### config.mk
export PLATFORM = sky130hd
export DESIGN_NAME = spm_core
export DESIGN_NICKNAME = d
export VERILOG_FILES = /design/src/hdl/spm_pkg.sv /design/src/hdl/spm_core.sv
export VERILOG_INCLUDE_DIRS = /design/src /design/src/hdl
export SDC_FILE = /design/constraint.sdc
export NUM_CORES = 1
export LEC_CHECK = 0
export BUFFER_PORTS_ARGS = -buffer_cell sky130_fd_sc_hd__buf_4
export CORE_AREA = 4 4 110 112
export DETAILED_ROUTE_END_ITERATION = 8
export DIE_AREA = 0 0 114 116
export GPL_TIMING_DRIVEN = 0
export PLACE_DENSITY = 0.88
export SYNTH_ARGS = -nofsm -noshare
export SYNTH_HDL_FRONTEND = slang
export SYNTH_SLANG_ARGS = --single-unit
### constraint.sdc
create_clock -name clk -period 12.5 [get_ports clk]
set_input_delay 3.125 -clock clk [delete_from_list [all_inputs] [get_ports clk]]
set_output_delay 3.125 -clock clk [all_outputs]
set_load 0.01 [all_outputs]
### src/hdl/spi_port_register_model_assert.svh
// Assertion macros for the SPI port register model RTL.
`ifndef SPI_PORT_REGISTER_MODEL_ASSERT_SVH
`define SPI_PORT_REGISTER_MODEL_ASSERT_SVH

// Consequent must hold in the same cycle as the antecedent.
`define SPM_ASSERT_SAME(label, clk, rst_n, ante, cons) \
	label: assert property (@(posedge clk) disable iff (!rst_n) (ante) |-> (cons)) \
		else $error("spi port check failed");

// Consequent must hold in the cycle after the antecedent.
`define SPM_ASSERT_NEXT(label, clk, rst_n, ante, cons) \
	label: assert property (@(posedge clk) disable iff (!rst_n) (ante) |=> (cons)) \
		else $error("spi port check failed");

`endif

### src/hdl/spm_pkg.sv
// Types, codes and bit positions for the SPI port register model.
package spm_pkg;

	// Operation codes of an input beat
	typedef enum logic [2:0] {
		OP_READ  = 3'd0,
		OP_WRITE = 3'd1,
		OP_TICK  = 3'd2,
		OP_PULL  = 3'd3,
		OP_PUSH  = 3'd4,
		OP_CHECK = 3'd5
	} spm_op_t;

	// Register indexes
	localparam logic [3:0] REG_CTL0  = 4'd0;
	localparam logic [3:0] REG_CTL1  = 4'd1;
	localparam logic [3:0] REG_BR0   = 4'd2;
	localparam logic [3:0] REG_BR1   = 4'd3;
	localparam logic [3:0] REG_STAT  = 4'd4;
	localparam logic [3:0] REG_RXBUF = 4'd5;
	localparam logic [3:0] REG_TXBUF = 4'd6;
	localparam logic [3:0] REG_IE    = 4'd7;
	localparam logic [3:0] REG_IFG   = 4'd8;

	// Bit positions
	localparam int CTL0_7BIT_BIT  = 4;
	localparam int CTL0_MST_BIT   = 3;
	localparam int CTL1_SWRST_BIT = 0;
	localparam int STAT_FE_BIT    = 6;
	localparam int STAT_OE_BIT    = 5;
	localparam int IRQ_RX_BIT     = 0;
	localparam int IRQ_TX_BIT     = 1;

	// Clock source select codes (2 and 3 both pick SMCLK)
	localparam logic [1:0] SEL_UCLK = 2'd0;
	localparam logic [1:0] SEL_ACLK = 2'd1;

	// Shifter delay for 7-bit and 8-bit characters
	localparam logic [15:0] CHAR_DELAY_SHORT = 16'd7;
	localparam logic [15:0] CHAR_DELAY_LONG  = 16'd8;

	localparam logic [7:0] CTL1_RESET = 8'h01;

	typedef struct packed {
		logic [2:0] operation;
		logic [3:0] reg_index;
		logic [7:0] write_data;
		logic [7:0] aclk_step;
		logic [7:0] smclk_step;
	} spm_item_t;

	typedef struct packed {
		logic [7:0] read_data;
		logic       shifted_out_valid;
		logic [7:0] shifted_out_byte;
		logic       tx_irq_raised;
		logic       rx_irq_raised;
		logic       rx_shifter_empty;
		logic       irq_pending;
	} spm_result_t;

	typedef struct packed {
		logic [7:0]  ctl0;
		logic [7:0]  ctl1;
		logic [7:0]  br0;
		logic [7:0]  br1;
		logic [7:0]  stat;
		logic [7:0]  rx_holding;
		logic        rx_holding_full;
		logic [7:0]  rx_shift_byte;
		logic        rx_shift_idle;
		logic        rx_shift_done;
		logic [15:0] rx_countdown;
		logic        slave_got_byte;
		logic [7:0]  tx_holding;
		logic        tx_holding_full;
		logic [7:0]  tx_shift_byte;
		logic        tx_shift_idle;
		logic        tx_shift_done;
		logic [15:0] tx_countdown;
		logic [1:0]  int_enable;
		logic [1:0]  int_flags;
	} spm_state_t;

endpackage

### src/hdl/spm_core.sv
// Port state and the single-pass update for one operation.
module spm_core
	import spm_pkg::*;
(
	input  logic        clk,
	input  logic        arst_n,
	input  logic        advance,
	input  spm_item_t   item_s1,
	output spm_result_t result
);

	`include "spi_port_register_model_assert.svh"

	spm_state_t st_q;
	spm_state_t st_n;
	logic [1:0] sel;
	logic [7:0] step;
	logic       master;

	// Count a delay down by the selected clock step, stop at zero; UCLK clears it at once
	function automatic logic [15:0] count_down(input logic [15:0] d, input logic [1:0] s,
		input logic [7:0] stp);
		logic [15:0] stp_w;
		stp_w = {8'd0, stp};
		if (s == SEL_UCLK) begin
			return 16'd0;
		end
		return (d > stp_w) ? (d - stp_w) : 16'd0;
	endfunction

	// Port state after reset: soft reset set, both shifters idle
	function automatic spm_state_t reset_state();
		spm_state_t s;
		s               = '0;
		s.ctl1          = CTL1_RESET;
		s.rx_shift_idle = 1'b1;
		s.tx_shift_idle = 1'b1;
		return s;
	endfunction

	assign master = st_q.ctl0[CTL0_MST_BIT];
	assign sel    = st_q.ctl1[7:6];
	assign step   = (sel == SEL_ACLK) ? item_s1.aclk_step : item_s1.smclk_step;

	// Apply one operation to the state and form its result
	always_comb begin
		st_n   = st_q;
		result = '0;
		unique case (spm_op_t'(item_s1.operation))
			OP_READ: begin
				unique case (item_s1.reg_index)
					REG_CTL0: result.read_data = st_q.ctl0;
					REG_CTL1: result.read_data = st_q.ctl1;
					REG_BR0:  result.read_data = st_q.br0;
					REG_BR1:  result.read_data = st_q.br1;
					REG_STAT: result.read_data = st_q.stat;
					REG_RXBUF: begin
						result.read_data          = st_q.rx_holding;
						st_n.int_flags[IRQ_RX_BIT] = 1'b0;
						st_n.rx_holding_full      = 1'b0;
						st_n.stat[STAT_OE_BIT]    = 1'b0;
					end
					REG_TXBUF: begin
						result.read_data          = st_q.tx_holding;
						st_n.int_flags[IRQ_TX_BIT] = 1'b0;
					end
					REG_IE:  result.read_data = {6'd0, st_q.int_enable};
					REG_IFG: result.read_data = {6'd0, st_q.int_flags};
					default: result.read_data = 8'd0;
				endcase
			end
			OP_WRITE: begin
				unique case (item_s1.reg_index)
					REG_CTL0: st_n.ctl0 = item_s1.write_data;
					REG_CTL1: begin
						// A write with soft reset clear in both old and new value clears the port
						if (!item_s1.write_data[CTL1_SWRST_BIT] &&
							!st_q.ctl1[CTL1_SWRST_BIT]) begin
							st_n.int_enable             = 2'd0;
							st_n.int_flags[IRQ_RX_BIT]  = 1'b0;
							st_n.int_flags[IRQ_TX_BIT]  = 1'b1;
							st_n.stat[STAT_OE_BIT]      = 1'b0;
							st_n.stat[STAT_FE_BIT]      = 1'b0;
							st_n.tx_holding_full        = 1'b0;
							st_n.tx_shift_idle          = 1'b1;
							st_n.rx_holding_full        = 1'b0;
							st_n.rx_shift_idle          = 1'b1;
						end
						st_n.ctl1 = item_s1.write_data;
					end
					REG_BR0:  st_n.br0  = item_s1.write_data;
					REG_BR1:  st_n.br1  = item_s1.write_data;
					REG_STAT: st_n.stat = item_s1.write_data;
					REG_TXBUF: begin
						st_n.tx_holding             = item_s1.write_data;
						st_n.tx_holding_full        = 1'b1;
						st_n.int_flags[IRQ_TX_BIT]  = 1'b0;
					end
					REG_IE:  st_n.int_enable = item_s1.write_data[1:0];
					REG_IFG: st_n.int_flags  = item_s1.write_data[1:0];
					default: st_n.ctl0 = st_q.ctl0;
				endcase
			end
			OP_TICK: begin
				// Move the transmit buffer into an idle shifter
				if (st_q.tx_holding_full && st_q.tx_shift_idle &&
					(master || st_q.slave_got_byte)) begin
					st_n.tx_shift_byte   = st_q.tx_holding;
					st_n.tx_holding_full = 1'b0;
					st_n.tx_shift_idle   = 1'b0;
					st_n.tx_shift_done   = 1'b0;
					if (master) begin
						st_n.tx_countdown = st_q.ctl0[CTL0_7BIT_BIT] ?
							CHAR_DELAY_SHORT : CHAR_DELAY_LONG;
					end else begin
						st_n.tx_countdown   = 16'd0;
						st_n.slave_got_byte = 1'b0;
					end
					st_n.int_flags[IRQ_TX_BIT] = 1'b1;
					result.tx_irq_raised       = st_q.int_enable[IRQ_TX_BIT];
				end
				// Advance the transmit shifter
				if (!st_n.tx_shift_idle) begin
					st_n.tx_countdown = count_down(st_n.tx_countdown, sel, step);
					if (st_n.tx_countdown == 16'd0) begin
						st_n.tx_shift_done = 1'b1;
					end
				end
				// Advance the receive shifter
				if (!st_n.rx_shift_idle) begin
					st_n.rx_countdown = count_down(st_n.rx_countdown, sel, step);
					if (st_n.rx_countdown == 16'd0) begin
						st_n.rx_shift_done = 1'b1;
					end
				end
				// Hand a finished byte to the receive buffer
				if (st_n.rx_shift_done) begin
					if (st_n.rx_holding_full) begin
						st_n.stat[STAT_OE_BIT] = 1'b1;
					end
					st_n.rx_holding             = st_n.rx_shift_byte;
					st_n.rx_holding_full        = 1'b1;
					st_n.rx_shift_done          = 1'b0;
					st_n.rx_shift_idle          = 1'b1;
					st_n.int_flags[IRQ_RX_BIT]  = 1'b1;
					result.rx_irq_raised        = st_q.int_enable[IRQ_RX_BIT];
				end
			end
			OP_PULL: begin
				if (st_q.tx_shift_done) begin
					result.shifted_out_valid = 1'b1;
					result.shifted_out_byte  = st_q.tx_shift_byte;
					st_n.tx_shift_done       = 1'b0;
					st_n.tx_shift_idle       = 1'b1;
				end
			end
			OP_PUSH: begin
				st_n.rx_shift_byte = item_s1.write_data;
				st_n.rx_shift_idle = 1'b0;
				st_n.rx_shift_done = 1'b0;
				st_n.rx_countdown  = 16'd0;
				if (!master) begin
					st_n.slave_got_byte = 1'b1;
				end
			end
			OP_CHECK: begin
				result.tx_irq_raised = st_q.int_flags[IRQ_TX_BIT] & st_q.int_enable[IRQ_TX_BIT];
				result.rx_irq_raised = st_q.int_flags[IRQ_RX_BIT] & st_q.int_enable[IRQ_RX_BIT];
				result.irq_pending   = result.tx_irq_raised | result.rx_irq_raised;
			end
			default: result.irq_pending = 1'b0;
		endcase
		result.rx_shifter_empty = st_n.rx_shift_idle;
	end

	// Commit the new state when the beat moves to the result register
	always_ff @(posedge clk or negedge arst_n) begin
		if (!arst_n) begin
			st_q <= reset_state();
		end else if (advance) begin
			st_q <= st_n;
		end
	end

	// A successful pull frees the transmit shifter
	`SPM_ASSERT_NEXT(a_pull_frees_tx, clk, arst_n,
		advance && item_s1.operation == OP_PULL && st_q.tx_shift_done,
		st_q.tx_shift_idle && !st_q.tx_shift_done)

	// With UCLK selected a tick finishes a busy receive shifter
	`SPM_ASSERT_NEXT(a_uclk_rx_done, clk, arst_n,
		advance && item_s1.operation == OP_TICK && !st_q.rx_shift_idle && sel == SEL_UCLK,
		st_q.rx_holding_full && st_q.rx_shift_idle && st_q.int_flags[IRQ_RX_BIT])

	// A CTL1 write with soft reset clear in both old and new value sets the transmit flag and clears the enables
	`SPM_ASSERT_NEXT(a_swrst_release, clk, arst_n,
		advance && item_s1.operation == OP_WRITE && item_s1.reg_index == REG_CTL1 &&
		!item_s1.write_data[CTL1_SWRST_BIT] && !st_q.ctl1[CTL1_SWRST_BIT],
		st_q.int_flags[IRQ_TX_BIT] && st_q.int_enable == 2'd0 && !st_q.tx_holding_full)

endmodule

==> results of run 1 <==
==> sequential cells by signal, indices dropped and copies added, names as in the netlist <==
register / count
st_q: 111
sel: 2
master: 1
==> worst min-delay path, cell delays in order, from the launching register on <==
cell and delay, ns:
dfrtp_1 0.34, nand2_1 0.05, o31ai_1 0.05
==> layout make-up <==
cell class,instances,area share [%]
multi-input combinational,588,49.2
sequential,114,34.3
clock buffer,17,5.11
timing repair buffer,48,4.66
tap,143,2.15
clock inverter,13,1.95
buffer,38,1.80
inverter,17,0.767
==> synth_stat cells (6+ instances only) <==
master	number
a21o_1	7
a21oi_1	42
a222oi_1	8
a22oi_1	13
a31oi_1	20
and2_1	16
and3_1	7
clkbuf_1	31
dfrtp_1	111
ha_1	6
inv_1	17
maj3_1	10
mux2_2	73
mux2i_1	10
nand2_1	75
nand2b_1	8
nand3_1	12
nor2_1	52
nor2b_1	11
nor3_1	19
nor4bb_1	8
o211ai_1	6
o21ai_0	49
o31ai_1	6
or3_1	6
xnor2_1	23
xor2_1	7
==> stage by stage <==
step	setup WS, ns	cells	util [%]	hold slack (ns)
floorplan	3.35	757	-	0.440
global placement	2.62	946	68.5	0.462
detailed placement	2.60	947	68.7	0.463
CTS	2.55	977	73.9	0.479
global route	2.31	978	74.2	0.514
finish	2.53	978	74.2	0.477
==> metal layers <==
| layer | GRT usage, % | up-vias |
|---|---|---|
| li1 | - | 2952 |
| met1 | 39.9 | 3180 |
| met2 | 53.5 | 362 |
| met3 | 6.48 | 65 |
| met4 | 12.9 | 0 |
| met5 | 0 | - |
==> cells in the final DEF, fill, tap and decap left out, types with 5 or more instances in the layout <==
| cell type | instances |
|---|---|
| nand2b_1 | 8 |
| clkbuf_1 | 31 |
| and3_1 | 7 |
| nor2_1 | 52 |
| or3_1 | 6 |
| xnor2_1 | 23 |
| a21oi_1 | 42 |
| clkinvlp_4 | 6 |
| inv_1 | 17 |
| nor2b_1 | 11 |
| ha_1 | 6 |
| o21ai_0 | 49 |
| a222oi_1 | 8 |
| nor3_1 | 18 |
| buf_4 | 46 |
| nand3_1 | 12 |
| nand2_1 | 75 |
| a22oi_1 | 13 |
| o21a_1 | 5 |
| and2_1 | 16 |
| xor2_1 | 7 |
| mux2_2 | 73 |
| mux2i_1 | 10 |
| dfrtp_1 | 111 |
| o31ai_1 | 6 |
| maj3_1 | 10 |
| a31oi_1 | 20 |
| o22ai_1 | 5 |
| clkbuf_16 | 17 |
| nor4bb_1 | 8 |
| o211ai_1 | 6 |
| a21o_1 | 7 |
==> where the power goes <==
group          internal, uW  total, uW  leakage [uW]  switching, uW
combinational          83.1        203       0.00183            120
clock                   311        487      0.000270            176
sequential              403        428       0.00153           24.0
==> how the worst min path moves through the flow <==
| stage | slack [ns] | endpoint | from |
|---|---|---|---|
| floorplan | 0.44 | st_q[11] | st_q[11] |
| global placement | 0.46 | st_q[11] | st_q[11] |
| detailed placement | 0.46 | st_q[11] | st_q[11] |
| CTS | 0.48 | st_q[11] | st_q[11] |
| global route | 0.51 | st_q[61] | st_q[61] |
| finish | 0.48 | st_q[11] | st_q[11] |
==> logic make-up (layout without fill, tap and decap cells) <==
kind of cell    after synthesis  in the layout  synth area share (%)
simple gates                244            244                  17.5
compound gates              211            211                  19.8
flops                       114            114                  39.9
mux                          84             84                  13.1
buf+inv                      55            133                  2.99
xor+xnor                     30             30                  3.67
fa+ha+maj                    19             19                  3.04
==> flow_summary.ini, run 1 <==
[worst_setup_path]
cp.required_ns = 9.38
r2r_slack_ns = 7.44
crit_cells = 15
setup.worst_path.start = item_s1[9]
ff2ff_path_depth = 15
critPathKind = input pin to primary output
worst_setup_path_end_kind = primary output
r2r-start = sel[1]
cp_max_fo = 5
start_kind = input pin
crit_end = result[2]
crit_chain = buf_4 -> nand3b_1 -> a21boi_0 -> xor2_1 -> ha_1 -> a311o_1 -> maj3_2 -> maj3_2 -> a21boi_2 -> o211ai_1 -> xor2_1 -> a41oi_2 -> nor2_1 -> a31o_2 -> buf_4
reg2reg_to = st_q[71]
cpMaxStageDelayCell = a41oi_2
critPathTopFamily = compound AO/OA/AOI/OAI gates
cpPeakStageDelay_ns = 0.47
crit_buf_inv = 2
arrival_ns = 6.85

[die]
ios = 55
die_area_um2 = 13200
chipHeight_um = 116
core_area_um2 = 11200
rows = 39
fp.dieW_um = 114
start_util_pct = 63.8

[clock_tree]
post_cts_resized = 0
clkTransAtPathRegs_ns = 0.06
htree_levels = 4
clk-insertion-delay-late_ns = 0.41
cts_hold_buf = 0
cts_tree = done
clockRootBuffer = clkbuf_16
clock_path_buffers = 2
cts_setup_buffers = 0
cts_made_buffers = 17
clkSinkCount = 114

[grt]
grt_usage_pct = 31.6
grt_max_degree = 115
antenna_found_initial = 0
grt_first_pass_wirelength_um = 33200
grt_overflow = 0
grt_pass1_vias = 6550

[synth]
synth_top_area_cell = dfrtp_1
netlist_instances = 757
ys.warnings.count = 0
synthArstFlopShare_pct = 100
syn_nets = 798
netlist_area_um2 = 7160
synth-seq-area-share_pct = 39.9
avgSynthCellArea_um2 = 9.46
synth_enable_flop_cells = 0
synth_top_cell_area_share_pct = 38.8
ys_top_cells_by_area = dfrtp_1, mux2_2, nand2_1
synth_flop_cell = dfrtp_1
synth-seq-cells = 114
synth.distinct_cells = 76

[layout]
drive_gt1_share_pct = 21.2
fillerInstances = 780
diodes = 0
syn2layout_area_growth_pct = 16.2
design_area_um2 = 8320
regArea_um2 = 2860
nNetsFinal = 865
multi_input_area_um2 = 4100

[timing]
slew-limit-headroom_pct = 16.7
tns_ns = 0
rsz0062_at_grt = false
tightest_slew_ns = 1.24
finalSetupViolCount = 0
timing.final.max_slew_violations = 0
skew_ns = 0.00687
fin_crit_sh_pct = 79.8
hold_viol = 0
max_freq_ghz = 0.100
min_period_ns = 9.97

[pwr]
ir_drop_v = 0.000133
power_leakage_uw = 0.00363
power_density_nw_per_um2 = 134
power_uw = 1120

[hold_path]
hold_path_class = register to register
min_path_cells = 2

[status]
outcome = complete, no violations

[placement]
io_buffers = 46
place_area_um2 = 7700
place_congestion = 0.949
hpwl_um = 13800

[flow_run]
max_cap_viol_count = 0

[drt]
wl_met1_um = 8150
totalWireLength_um = 20300
firstDrtPassIters = 5
initialDrtViolationCount = 805
drc = 0
routed-wl-met2_um = 9810
avgRoutedWirePerCell_um = 20.7
wl_met3_um = 1620
topRoutingLayerUsed = met4
drtAntennaViolNets = 0
routed_via_density = 6.71
num_vias = 6559
Note: power is estimated with default switching activity, not from simulation.
==> run 2: changes to the inputs <==
--- a/config.mk
+++ b/config.mk
@@ -7,11 +7,11 @@
 export NUM_CORES = 1
 export LEC_CHECK = 0
 export BUFFER_PORTS_ARGS = -buffer_cell sky130_fd_sc_hd__buf_4
-export CORE_AREA = 4 4 110 112
+export CORE_AREA = 4 4 120 122
 export DETAILED_ROUTE_END_ITERATION = 8
-export DIE_AREA = 0 0 114 116
+export DIE_AREA = 0 0 124 126
 export GPL_TIMING_DRIVEN = 0
-export PLACE_DENSITY = 0.88
+export PLACE_DENSITY = 0.78
 export SYNTH_ARGS = -nofsm -noshare
 export SYNTH_HDL_FRONTEND = slang
 export SYNTH_SLANG_ARGS = --single-unit
==> constraint.sdc (replaced) <==
create_clock -name clk -period 8.8 [get_ports clk]
set_input_delay 2.2 -clock clk [delete_from_list [all_inputs] [get_ports clk]]
set_output_delay 2.2 -clock clk [all_outputs]
set_load 0.01 [all_outputs]
==> flow_summary.ini, run 2 (synthesized netlist as in run 1, its figures left out) <==
[timing]
slew-limit-headroom_pct = 15.6
timing.final.max_slew_violations = 0
finalSetupViolCount = 0
rsz0062_at_grt = false
hold_viol = 0
tns_ns = 0
fin_crit_sh_pct = 92.2
tightest_slew_ns = 1.26
max_freq_ghz = 0.123
min_period_ns = 8.12
skew_ns = 0.00827
whs_ns = 0.473

[die]
rows = 42
chipHeight_um = 126
start_util_pct = 54.3
fp.dieW_um = 124
die_area_um2 = 15600
ios = 55
core_area_um2 = 13200

[clock_tree]
cts_setup_buffers = 0
clkSinkCount = 114
cts_tree = done
cts_made_buffers = 17
htree_levels = 4
clk-insertion-delay-late_ns = 0.42
clock_path_buffers = 2
cts_hold_buf = 0
clkTransAtPathRegs_ns = 0.05
clockRootBuffer = clkbuf_16
post_cts_resized = 0

[layout]
syn2layout_area_growth_pct = 17.2
most-common-layout-cells = dfrtp_1, nand2_1, mux2_2
design_area_um2 = 8400
regArea_um2 = 2860
largest_register_ffs = 111
final_common_cell = dfrtp_1
nNetsFinal = 865
drive_gt1_share_pct = 21.0
instances_no_fill = 1013
diodes = 0
regMostFlops = st_q
fillerInstances = 1087
multi_input_area_um2 = 4100

[pwr]
ir_drop_v = 0.000140
power_leakage_uw = 0.00367
p_seq_share_pct = 37.4
power_density_nw_per_um2 = 193
pwr-share-comb_pct = 17.6
p_sw_uw = 442
p_int_uw = 1180
switching_share_pct = 27.3
pwr-share-clk_pct = 45.0

[placement]
place_area_um2 = 7750
place_congestion = 0.922
hpwl_um = 14200
dp_cells = 980
io_buffers = 46

[drt]
avgRoutedWirePerCell_um = 20.0
initialDrtViolationCount = 666
totalWireLength_um = 20300
drc = 0
num_vias = 6437
firstDrtPassIters = 5
drtAntennaViolNets = 0
routed_via_density = 6.35

[flow_run]
max_cap_viol_count = 0

[worst_setup_path]
worst_setup_path_end_kind = primary output
critPathKind = input pin to primary output
arrival_ns = 5.92
cp.required_ns = 6.60
cp_max_fo = 5
start_kind = input pin

[hold_path]
hold_path_class = register to register

[grt]
grt_first_pass_wirelength_um = 33500
grt_pass1_vias = 6566
grt_max_degree = 115
grt_overflow = 0
antenna_found_initial = 0
grt_usage_pct = 26.9

[status]
outcome = complete, no violations
-- run 2: area by class of cell --
type	instances	share of cell area, %
clock buffer	22	5.53
multi-input combinational	588	48.8
timing repair buffer	48	4.62
clock inverter	10	1.86
tap	176	2.62
inverter	17	0.760
sequential	114	34.0
buffer	38	1.79
-- run 2: path summary, 6_finish.rpt --
path / startpoint / endpoint / slack [ns] / depth (start not counted)
worst min register to register: st_q[11] / st_q[11] / 0.47 / 2
max in group asynchronous: arst_n / st_q[21] / 6.49 / 2
worst min-delay path: st_q[11] / st_q[11] / 0.47 / 2
min in group asynchronous: arst_n / st_q[12] / 1.58 / 1
worst max register to register: sel[1] / st_q[71] / 3.74 / 15
worst max-delay path: item_s1[9] / result[2] / 0.68 / 15
-- run 2: critical path, cell delays in order --
cell and delay (ns):
buf_4 0.12, nand3b_1 0.10, a21boi_0 0.47, xor2_1 0.17, ha_1 0.22, a311o_1 0.34
maj3_2 0.32, maj3_2 0.36, a21boi_2 0.27, o211ai_1 0.14, xor2_1 0.20, a41oi_2 0.43
nor2_1 0.15, a31o_2 0.26, buf_4 0.14
-- run 2: routing by layer --
| metal | track usage [%] | vias up | wire (um) |
|---|---|---|---|
| li1 | - | 2950 | - |
| met1 | 35.0 | 3161 | 8360 |
| met2 | 44.0 | 290 | 9980 |
| met3 | 6.10 | 36 | 1560 |
| met4 | 9.92 | 0 | 382 |
| met5 | 0 | - | 0 |
-- run 2: power groups by stage --
stage	clock (uW)	combinational (uW)	sequential, uW
detailed placement	0	277	613
global route	759	317	611
global placement	0	269	609
floorplan	0	203	602
CTS	733	280	605
finish	728	285	606
-- run 2: metrics by stage --
stage          power (uW)  setup slack, ns  utilization (%)
3_3_place_gp          878            0.731             58.6
6_report             1620            0.683             63.7
3_5_place_dp          890            0.687             58.7
2_1_floorplan         805             1.50                -
4_1_cts              1620            0.675             63.4
5_1_grt              1690            0.411             63.7
